**src/hdl/uvs_div_pipe.sv**
```systemverilog
// ----------------------------------------------------------------------------
// Pipelined divider
// Restoring division, one quotient bit per register stage, NW stages deep.
// ----------------------------------------------------------------------------
module uvs_div_pipe #(
    parameter int NW = 25,
    parameter int DW = 9
) (
    input  logic          i_clk,
    input  logic          i_en,
    input  logic [NW-1:0] i_num,
    input  logic [DW-1:0] i_den,
    output logic [NW-1:0] o_quo
);

    logic [DW-1:0] r_rem [NW];
    logic [NW-1:0] r_num [NW];
    logic [NW-1:0] r_quo [NW];
    logic [DW-1:0] r_den [NW];

    logic [DW-1:0] n_rem [NW];
    logic [NW-1:0] n_num [NW];
    logic [NW-1:0] n_quo [NW];
    logic [DW-1:0] n_den [NW];

    always_comb begin
        logic [DW:0]   cand;
        logic [DW-1:0] rem_p;
        logic [NW-1:0] num_p;
        logic [NW-1:0] quo_p;
        logic [DW-1:0] den_p;
        for (int k = 0; k < NW; k++) begin
            if (k == 0) begin
                rem_p = '0;
                num_p = i_num;
                quo_p = '0;
                den_p = i_den;
            end else begin
                rem_p = r_rem[(k == 0) ? 0 : k-1];
                num_p = r_num[(k == 0) ? 0 : k-1];
                quo_p = r_quo[(k == 0) ? 0 : k-1];
                den_p = r_den[(k == 0) ? 0 : k-1];
            end
            cand = {rem_p, num_p[NW-1-k]};
            if (cand >= {1'b0, den_p}) begin
                n_rem[k] = DW'(cand - {1'b0, den_p});
                n_quo[k] = {quo_p[NW-2:0], 1'b1};
            end else begin
                n_rem[k] = cand[DW-1:0];
                n_quo[k] = {quo_p[NW-2:0], 1'b0};
            end
            n_num[k] = num_p;
            n_den[k] = den_p;
        end
    end

    always_ff @(posedge i_clk) begin
        if (i_en) begin
            for (int k = 0; k < NW; k++) begin
                r_rem[k] <= n_rem[k];
                r_num[k] <= n_num[k];
                r_quo[k] <= n_quo[k];
                r_den[k] <= n_den[k];
            end
        end
    end

    assign o_quo = r_quo[NW-1];

endmodule

```
**config.mk**
```make
export PLATFORM = sky130hd
export DESIGN_NAME = uvs_div_pipe
export DESIGN_NICKNAME = d
export VERILOG_FILES = /design/src/hdl/uvs_div_pipe.sv
export SDC_FILE = /design/constraint.sdc
export NUM_CORES = 1
export LEC_CHECK = 0
export BUFFER_PORTS_ARGS = -buffer_cell sky130_fd_sc_hd__buf_2
export CORE_MARGIN = 4
export CORE_UTILIZATION = 50
export DETAILED_ROUTE_END_ITERATION = 10
export PLACE_DENSITY_LB_ADDON = 0.05
export SKIP_CTS_REPAIR_TIMING = 1
export SLEW_MARGIN = 20
export SYNTH_ARGS = -nofsm -noshare
export SYNTH_HDL_FRONTEND = slang
export SYNTH_SLANG_ARGS = --single-unit
```
**constraint.sdc**
```tcl
create_clock -name i_clk -period 4.2 [get_ports i_clk]
set_clock_uncertainty 0.2 [all_clocks]
set_input_delay 0.21 -clock i_clk [delete_from_list [all_inputs] [get_ports i_clk]]
set_output_delay 0.21 -clock i_clk [all_outputs]
set_load 0.02 [all_outputs]
```
==> run summary, run 1 <==
status - finished clean
Worst Path Buf+Inv - 2
clock transition at the registers of the reported paths - 0.06 ns
initial drt markers - 1167
min-delay worst type - input pin to register
Setup-failing EPs final - 0
NetSw - 0.00929 W
clk sinks - 1057
sw frac - 28.2%
Rows - 108
# H-tree levels - 3
clk_lat worst skew - 0.68 ns
RSZ-0062 raised after global routing - false
global-route wire length before repair - 117 mm
Seq/Total Area, Yosys - 72.4%
pwr dens - 661 nW/um^2
Fmax - 301 MHz
DR vias - 22100
I/O pin count - 61
Routed WL - 70.4 mm
leakage power - 19.0 nW
area fraction of the dominant cell type after synthesis - 72.4%
crit-path max FO - 9
Slew headroom - 27.8%
Crit Path Category - register to register
CP max stage delay - 0.59 ns
synth warn - 0
ratio of final minimum period to clock period - 79.1%
post-detailed-route count of antenna-violating nets - 0
largest net degree at the start of global routing - 101
Critical Path RT - 4.42 ns
area grow syn2layout - 13.7%
clock share of power - 29.2%
Routability Congestion - 0.846
Port Buffer Count - 60
fraction of layout cells with a size suffix above 1 - 13.5%
ANT cells - 0
Total Routing Usage GR - 15.4%
internal power - 0.0237 W
post-DP HPWL - 47.7 mm
most numerous cell in the Yosys netlist - edfxtp_1
wire length per cell - 16.8 um
CP Capture Type - register
Final Cell Area - 49900 um^2
post-synthesis cell type count - 62
most area-consuming cells after synthesis - edfxtp_1 (72%), ha_1 (6.2%), mux2_2 (3.1%), inv_1 (2.6%), a21oi_1 (1.6%)
GR Overflow Total - 0
DIE AREA - 92500 um^2
Die Span Y - 304 um
vias in the first global route - 22700
root buffer cell - clkbuf_16
total power - 0.0330 W
Final Max Tran Viols - 0
dominant cell type by area after synthesis - edfxtp_1
startpoint types - register
#FFs+latches synth - 1057
minimum clock period - 3.32 ns
number of synthesized flops with an enable pin - 1057
PnR worst setup slack - 0.879 ns
Die W - 304 um
Syn Std Cell Area - 43800 um^2
crit path DAT - 3.55 ns
top_reg_cell synth - edfxtp_1
worst-path cell chain - inv_1, ha_1, inv_1, fa_1, a21o_1, a221oi_1, a21o_1, and2_1, mux2_2
total CTS buffers - 108
clk buf depth - 3
worst vdd ir - 0.000371 V
filler instances - 6704
logic gate share of total power - 26.1%
worst slack, placed - 0.886 ns
Worst path top cell family by delay - compound AO/OA/AOI/OAI gates
number of antenna violations at the first check in global routing - 0
vias per inst - 5.26
nets - 3230
Syn Area/Cell - 16.0 um^2
DRT Pass-1 Iters - 8
Post-Synthesis Cells - 2738
core area - 86900 um^2
CP max-delay cell - a221oi_1
maxcap violations - 0
Seq pwr share - 44.7%
most frequent cells after synthesis - edfxtp_1 (1057), inv_1 (301), ha_1 (218)
CTS tree - built
placed cell area - 45900 um^2
Initial Util - 50.5%
post-synth net total - 3015
count of final hold-check violations - 0
setup tns final - 0 ns
# DRC - 0
worst slew pin tran - 1.08 ns
share of async-settable or async-resettable flops after synthesis - 0%
## registers in the layout, indices dropped and copies added, names as in the netlist
register  cells
r_den       216
r_quo       325
r_rem       216
r_num       300
## stage by stage
step | cells | hold slack [ns] | utilization, %
2_1_floorplan | 2738 | 0.109 | -
3_5_place_dp | 3963 | 0.188 | 52.8
4_1_cts | 4162 | -0.566 | 57.0
6_report | 4197 | 0.0432 | 57.4
5_1_grt | 4197 | 0.00976 | 57.4
3_3_place_gp | 3963 | 0.188 | 52.8
## path summary, 6_finish.rpt
kind                                   start           end  slack [ns]  depth (start not counted)
worst min register to register  r_num[1][37]  r_num[1][62]        0.21                          0
worst max register to register  r_num[2][55]  r_rem[2][30]        0.88                          9
worst max-delay path            r_num[2][55]  r_rem[2][30]        0.88                          9
worst min-delay path               i_num[20]  r_num[0][20]        0.04                          2
## kinds of logic after synthesis
family	after synthesis	share of synthesized area [%]
xor gates and xnor gates	116	2.32
buffers and inverters	320	2.78
DFF	1057	72.4
adders and majority gates	241	7.27
and+or+nand+nor	399	4.57
AOI/OAI and AO/OA	458	6.97
muxes	147	3.70
## power by group through the flow
stage	Combinational [W]	Sequential, W	Clock, W
CTS	0.00861	0.0148	0.0100
global placement	0.00832	0.0150	0
floorplan	0.00678	0.0145	0
finish	0.00862	0.0147	0.00963
detailed placement	0.00851	0.0150	0
global route	0.00972	0.0149	0.0105
## cell type report
cell class                      instances  area (um^2)  area share, %
Sequential cell                      1057        31700           63.7
Multi-Input combinational cell       1361        10900           21.9
Clock buffer                          118         2760           5.54
Tap cell                             1155         1450           2.90
Inverter                              305         1150           2.30
Timing Repair Buffer                  120          986           1.98
Clock inverter                         81          875           1.75
## routing by layer
layer	track usage [%]	vias to the layer above	wire, um
met5	0	-	0
met4	5.68	0	2020
met3	2.61	124	2410
met2	25.9	331	34600
met1	20.2	10800	31300
li1	-	10800	-
## placed cells by master (no fill, tap or decap), types with 11 or more instances in the layout
master / count
a211oi_1: 12
a21o_1: 62
a21oi_1: 139
a221oi_1: 22
a22oi_1: 11
a31oi_1: 15
and3_1: 24
buf_12: 11
buf_2: 59
buf_4: 14
bufinv_16: 16
clkbuf_16: 109
clkinv_1: 25
clkinv_2: 29
dlygate4sd3_1: 35
edfxtp_1: 1057
fa_1: 23
ha_1: 218
inv_1: 301
mux2_2: 119
mux2i_1: 28
nand2_1: 52
nand2b_1: 17
nand3_1: 75
nor2_1: 110
nor2b_1: 34
nor3_1: 35
o211ai_1: 15
o21ai_0: 79
o31ai_1: 18
xnor2_1: 75
xor2_1: 41
Note: power is estimated with default switching activity, not from simulation.
==> inputs of run 2 (changes only) <==
--- a/config.mk
+++ b/config.mk
@@ -5,6 +5,7 @@
 export SDC_FILE = /design/constraint.sdc
 export NUM_CORES = 1
 export LEC_CHECK = 0
+export ABC_AREA = 1
 export BUFFER_PORTS_ARGS = -buffer_cell sky130_fd_sc_hd__buf_2
 export CORE_MARGIN = 4
 export CORE_UTILIZATION = 50
==> constraint.sdc (replaced) <==
create_clock -name i_clk -period 3.2 [get_ports i_clk]
set_clock_uncertainty 0.2 [all_clocks]
set_input_delay 0.16 -clock i_clk [delete_from_list [all_inputs] [get_ports i_clk]]
set_output_delay 0.16 -clock i_clk [all_outputs]
set_load 0.02 [all_outputs]
==> run 2 against run 1 <==
Compared with the run above: setup slack got worse by 0.049 ns; flip-flop and latch count stayed put; non-clock buffer count grew 37; sequential share of layout area shrank 4.3 points; combinational power increased by 59%; sequential power grew 33%; area after synthesis grew 7.8%.
==> run summary, run 2 <==
CP Depth - 9 (unchanged)
vias per inst - 4.85 (was 5.26)
min-delay worst type - input pin to register (unchanged)
CP max stage delay - 0.46 ns (was 0.59 ns)
Routed WL - 83.6 mm (was 70.4 mm)
clk_lat worst skew - 0.69 ns (was 0.68 ns)
most frequent cells after synthesis - nand2_1 (1137), edfxtp_1 (1057), inv_1 (623) (was edfxtp_1 (1057), inv_1 (301), ha_1 (218))
Setup-failing EPs final - 0 (unchanged)
vias in the first global route - 26400 (was 22700)
biggest regs - r_quo (325), r_num (300) (unchanged)
Initial Util - 50.5% (about the same)
most area-consuming cells after synthesis - edfxtp_1 (67%), nand2_1 (9.0%), ha_1 (5.8%), inv_1 (4.9%), nand3_1 (4.2%) (was edfxtp_1 (72%), ha_1 (6.2%), mux2_2 (3.1%), inv_1 (2.6%), a21oi_1 (1.6%))
startpoint types - register (unchanged)
top_reg_cell synth - edfxtp_1 (unchanged)
total CTS buffers - 110 (was 108)
fraction of layout cells with a size suffix above 1 - 10.4% (was 13.5%)
clock share of power - 26.9% (was 29.2%)
clk buf depth - 3 (unchanged)
global-route wire length before repair - 135 mm (was 117 mm)
Final Cell Area - 53500 um^2 (was 49900 um^2)
crit path DAT - 2.58 ns (was 3.55 ns)
commonest non-fill, non-tap cell in the layout - nand2_1 (was edfxtp_1)
leakage power - 23.3 nW (was 19.0 nW)
worst-path cell chain - ha_1, inv_1, fa_1, nand4_1, nand2_1, nand2_2, nand2_4, nand2_1, nand2_1 (was inv_1, ha_1, inv_1, fa_1, a21o_1, a221oi_1, a21o_1, and2_1, mux2_2)
GR Overflow Total - 0 (unchanged)
multi-input logic area - 12900 um^2 (was 10900 um^2)
clock transition at the registers of the reported paths - 0.06 ns (about the same)
Syn Area/Cell - 11.7 um^2 (was 16.0 um^2)
post-synth net total - 4321 (was 3015)
count of final hold-check violations - 0 (unchanged)
sw frac - 33.4% (was 28.2%)
pwr dens - 851 nW/um^2 (was 661 nW/um^2)
filler instances - 7912 (was 6704)
Total Routing Usage GR - 16.9% (was 15.4%)
R2R depth - 9 (unchanged)
WHS Endpoint - r_den[0][2] (was r_num[0][20])
number of synthesized flops with an enable pin - 1057 (unchanged)
worst vdd ir - 0.000511 V (was 0.000371 V)
most frequent cells in the layout - nand2_1 (1137), edfxtp_1 (1057), inv_1 (623), nand3_1 (400), ha_1 (218) (was edfxtp_1 (1057), inv_1 (301), ha_1 (218), a21oi_1 (139), mux2_2 (119))
Worst path top cell family by delay - simple AND/OR/NAND/NOR gates (was compound AO/OA/AOI/OAI gates)
DRT Pass-1 Iters - 5 (was 8)
logic gate share of total power - 30.2% (was 26.1%)
DR vias - 27300 (was 22100)
dominant cell type by area after synthesis - edfxtp_1 (unchanged)
ANT cells - 0 (unchanged)
share of async-settable or async-resettable flops after synthesis - 0% (unchanged)
largest net degree at the start of global routing - 108 (was 101)
FF/Latch Area - 31700 um^2 (unchanged)
synth warn - 0 (unchanged)
placed cells - 5364 (was 3963)
nets - 4560 (was 3230)
clk sinks - 1057 (unchanged)
setup tns final - 0 ns (unchanged)
r2r endpoint - r_rem[2][44] (was r_rem[2][30])
root buffer cell - clkbuf_16 (unchanged)
crit-path max FO - 10 (was 9)
Critical Path RT - 3.41 ns (was 4.42 ns)
#FFs+latches synth - 1057 (unchanged)
post-route insts no fill - 5627 (was 4197)
Critical Path Most Common Cell - nand2_1
Die W - 315 um (was 304 um)
max FFs per register - 325 (unchanged)
wire length per cell - 14.9 um (was 16.8 um)
Slew headroom - 59.8% (was 27.8%)
CP Capture Type - register (unchanged)
NetSw - 0.0152 W (was 0.00929 W)
area grow syn2layout - 13.1% (was 13.7%)
placed cell area - 49400 um^2 (was 45900 um^2)
minimum clock period - 2.37 ns (was 3.32 ns)
status - finished clean (unchanged)
DIE AREA - 99500 um^2 (was 92500 um^2)
area fraction of the dominant cell type after synthesis - 67.1% (was 72.4%)
post-detailed-route count of antenna-violating nets - 0 (unchanged)
ratio of final minimum period to clock period - 74.0% (was 79.1%)
Final Max Tran Viols - 0 (unchanged)
Syn Std Cell Area - 47300 um^2 (was 43800 um^2)
post-synthesis cell type count - 29 (was 62)
most numerous cell in the Yosys netlist - nand2_1 (was edfxtp_1)
# H-tree levels - 3 (unchanged)
I/O pin count - 61 (unchanged)
Worst R2R Start - r_den[2][27] (was r_num[2][55])
Register-to-Register Setup Slack - 0.83 ns (was 0.88 ns)
Worst Hold Depth - 2 (unchanged)
Largest Register - r_quo (unchanged)
core area - 93600 um^2 (was 86900 um^2)
maxcap violations - 0 (unchanged)
post-DP HPWL - 59.3 mm (was 47.7 mm)
Worst Path Buf+Inv - 1 (was 2)
Die Span Y - 315 um (was 304 um)
Seq/Total Area, Yosys - 67.1% (was 72.4%)
Routability Congestion - 0.854 (was 0.846)
hold wc startpoint - i_den[2] (was i_num[20])
# DRC - 0 (unchanged)
Port Buffer Count - 60 (unchanged)
Rows - 112 (was 108)
Fmax - 422 MHz (was 301 MHz)
Post-Synthesis Cells - 4044 (was 2738)
CP max-delay cell - fa_1 (was a221oi_1)
Seq pwr share - 43.0% (was 44.7%)
worst slew pin tran - 0.603 ns (was 1.08 ns)
internal power - 0.0303 W (was 0.0237 W)
initial drt markers - 1652 (was 1167)
number of antenna violations at the first check in global routing - 0 (unchanged)
Crit Path Category - register to register (unchanged)
RSZ-0062 raised after global routing - false (unchanged)
CTS tree - built (unchanged)
run 2: cell count changes in the layout (fill, tap and decap cells not counted), moves of 62 or more:
cell and delta:
nand3_1 +325, xnor2_1 -75, nand2_2 +95, a21o_1 -62, o21ai_0 -75, mux2_2 -119
nand2_1 +1085, inv_1 +322
run 2: area by class of cell:
| class | instances | area share [%] |
|---|---|---|
| flip-flops and latches | 1057 | 59.4 |
| clock buffers | 131 | 5.33 |
| repair buffers | 157 | 2.51 |
| inverters | 657 | 4.61 |
| clock inverters | 71 | 1.17 |
| well taps | 1254 | 2.93 |
| multi-input cells | 2300 | 24.1 |
run 2: logic make-up (layout without fill, tap and decap cells):
kind of cell	Yosys count	after routing	share of synthesized area (%)
simple gates	1880	1880	18.0
flops	1057	1057	67.1
buf+inv	687	1016	5.61
fa+ha+maj	241	241	6.74
compound gates	110	110	1.22
xor+xnor	69	69	1.28
run 2: worst max-delay path by stage:
stage                    to          from  slack, ns
6_report       r_rem[2][44]  r_den[2][27]       0.83
5_1_grt        r_rem[2][44]  r_den[2][27]       0.66
4_1_cts        r_rem[2][44]  r_den[2][27]       0.79
3_5_place_dp   r_rem[2][44]  r_den[2][27]       0.81
3_3_place_gp   r_rem[2][44]  r_den[2][27]       0.79
2_1_floorplan  r_rem[2][43]  r_num[2][79]       1.15
run 2: power groups by stage:
stage	Clock, W	Combinational, W	Sequential [W]
floorplan	0	0.0109	0.0192
global placement	0	0.0136	0.0199
detailed placement	0	0.0137	0.0198
CTS	0.0127	0.0138	0.0196
global route	0.0133	0.0159	0.0197
finish	0.0122	0.0137	0.0195
run 2: worst register-to-register path, cell delays in order, from the launching register on:
cell	delay, ns
edfxtp_1	0.42
ha_1	0.17
inv_1	0.08
fa_1	0.46
nand4_1	0.15
nand2_1	0.10
nand2_2	0.21
nand2_4	0.15
nand2_1	0.10
nand2_1	0.09
run 2: per-stage QoR:
stage,total power [W],util [%],worst slack [ns],hold slack [ns]
floorplan,0.0301,-,1.15,0.0589
global placement,0.0335,52.8,0.791,0.137
detailed placement,0.0335,52.8,0.805,0.138
CTS,0.0460,56.5,0.787,-0.615
global route,0.0488,57.1,0.664,0.00422
finish,0.0455,57.1,0.831,0.0212
run 2: metal layers:
layer	part of all wire (%)	vias up	track usage, %
met3	3.5	151	2.94
met2	48	370	28.5
met1	46	12700	22.6
met5	0	-	0
li1	-	14100	-
met4	2.7	0	5.00
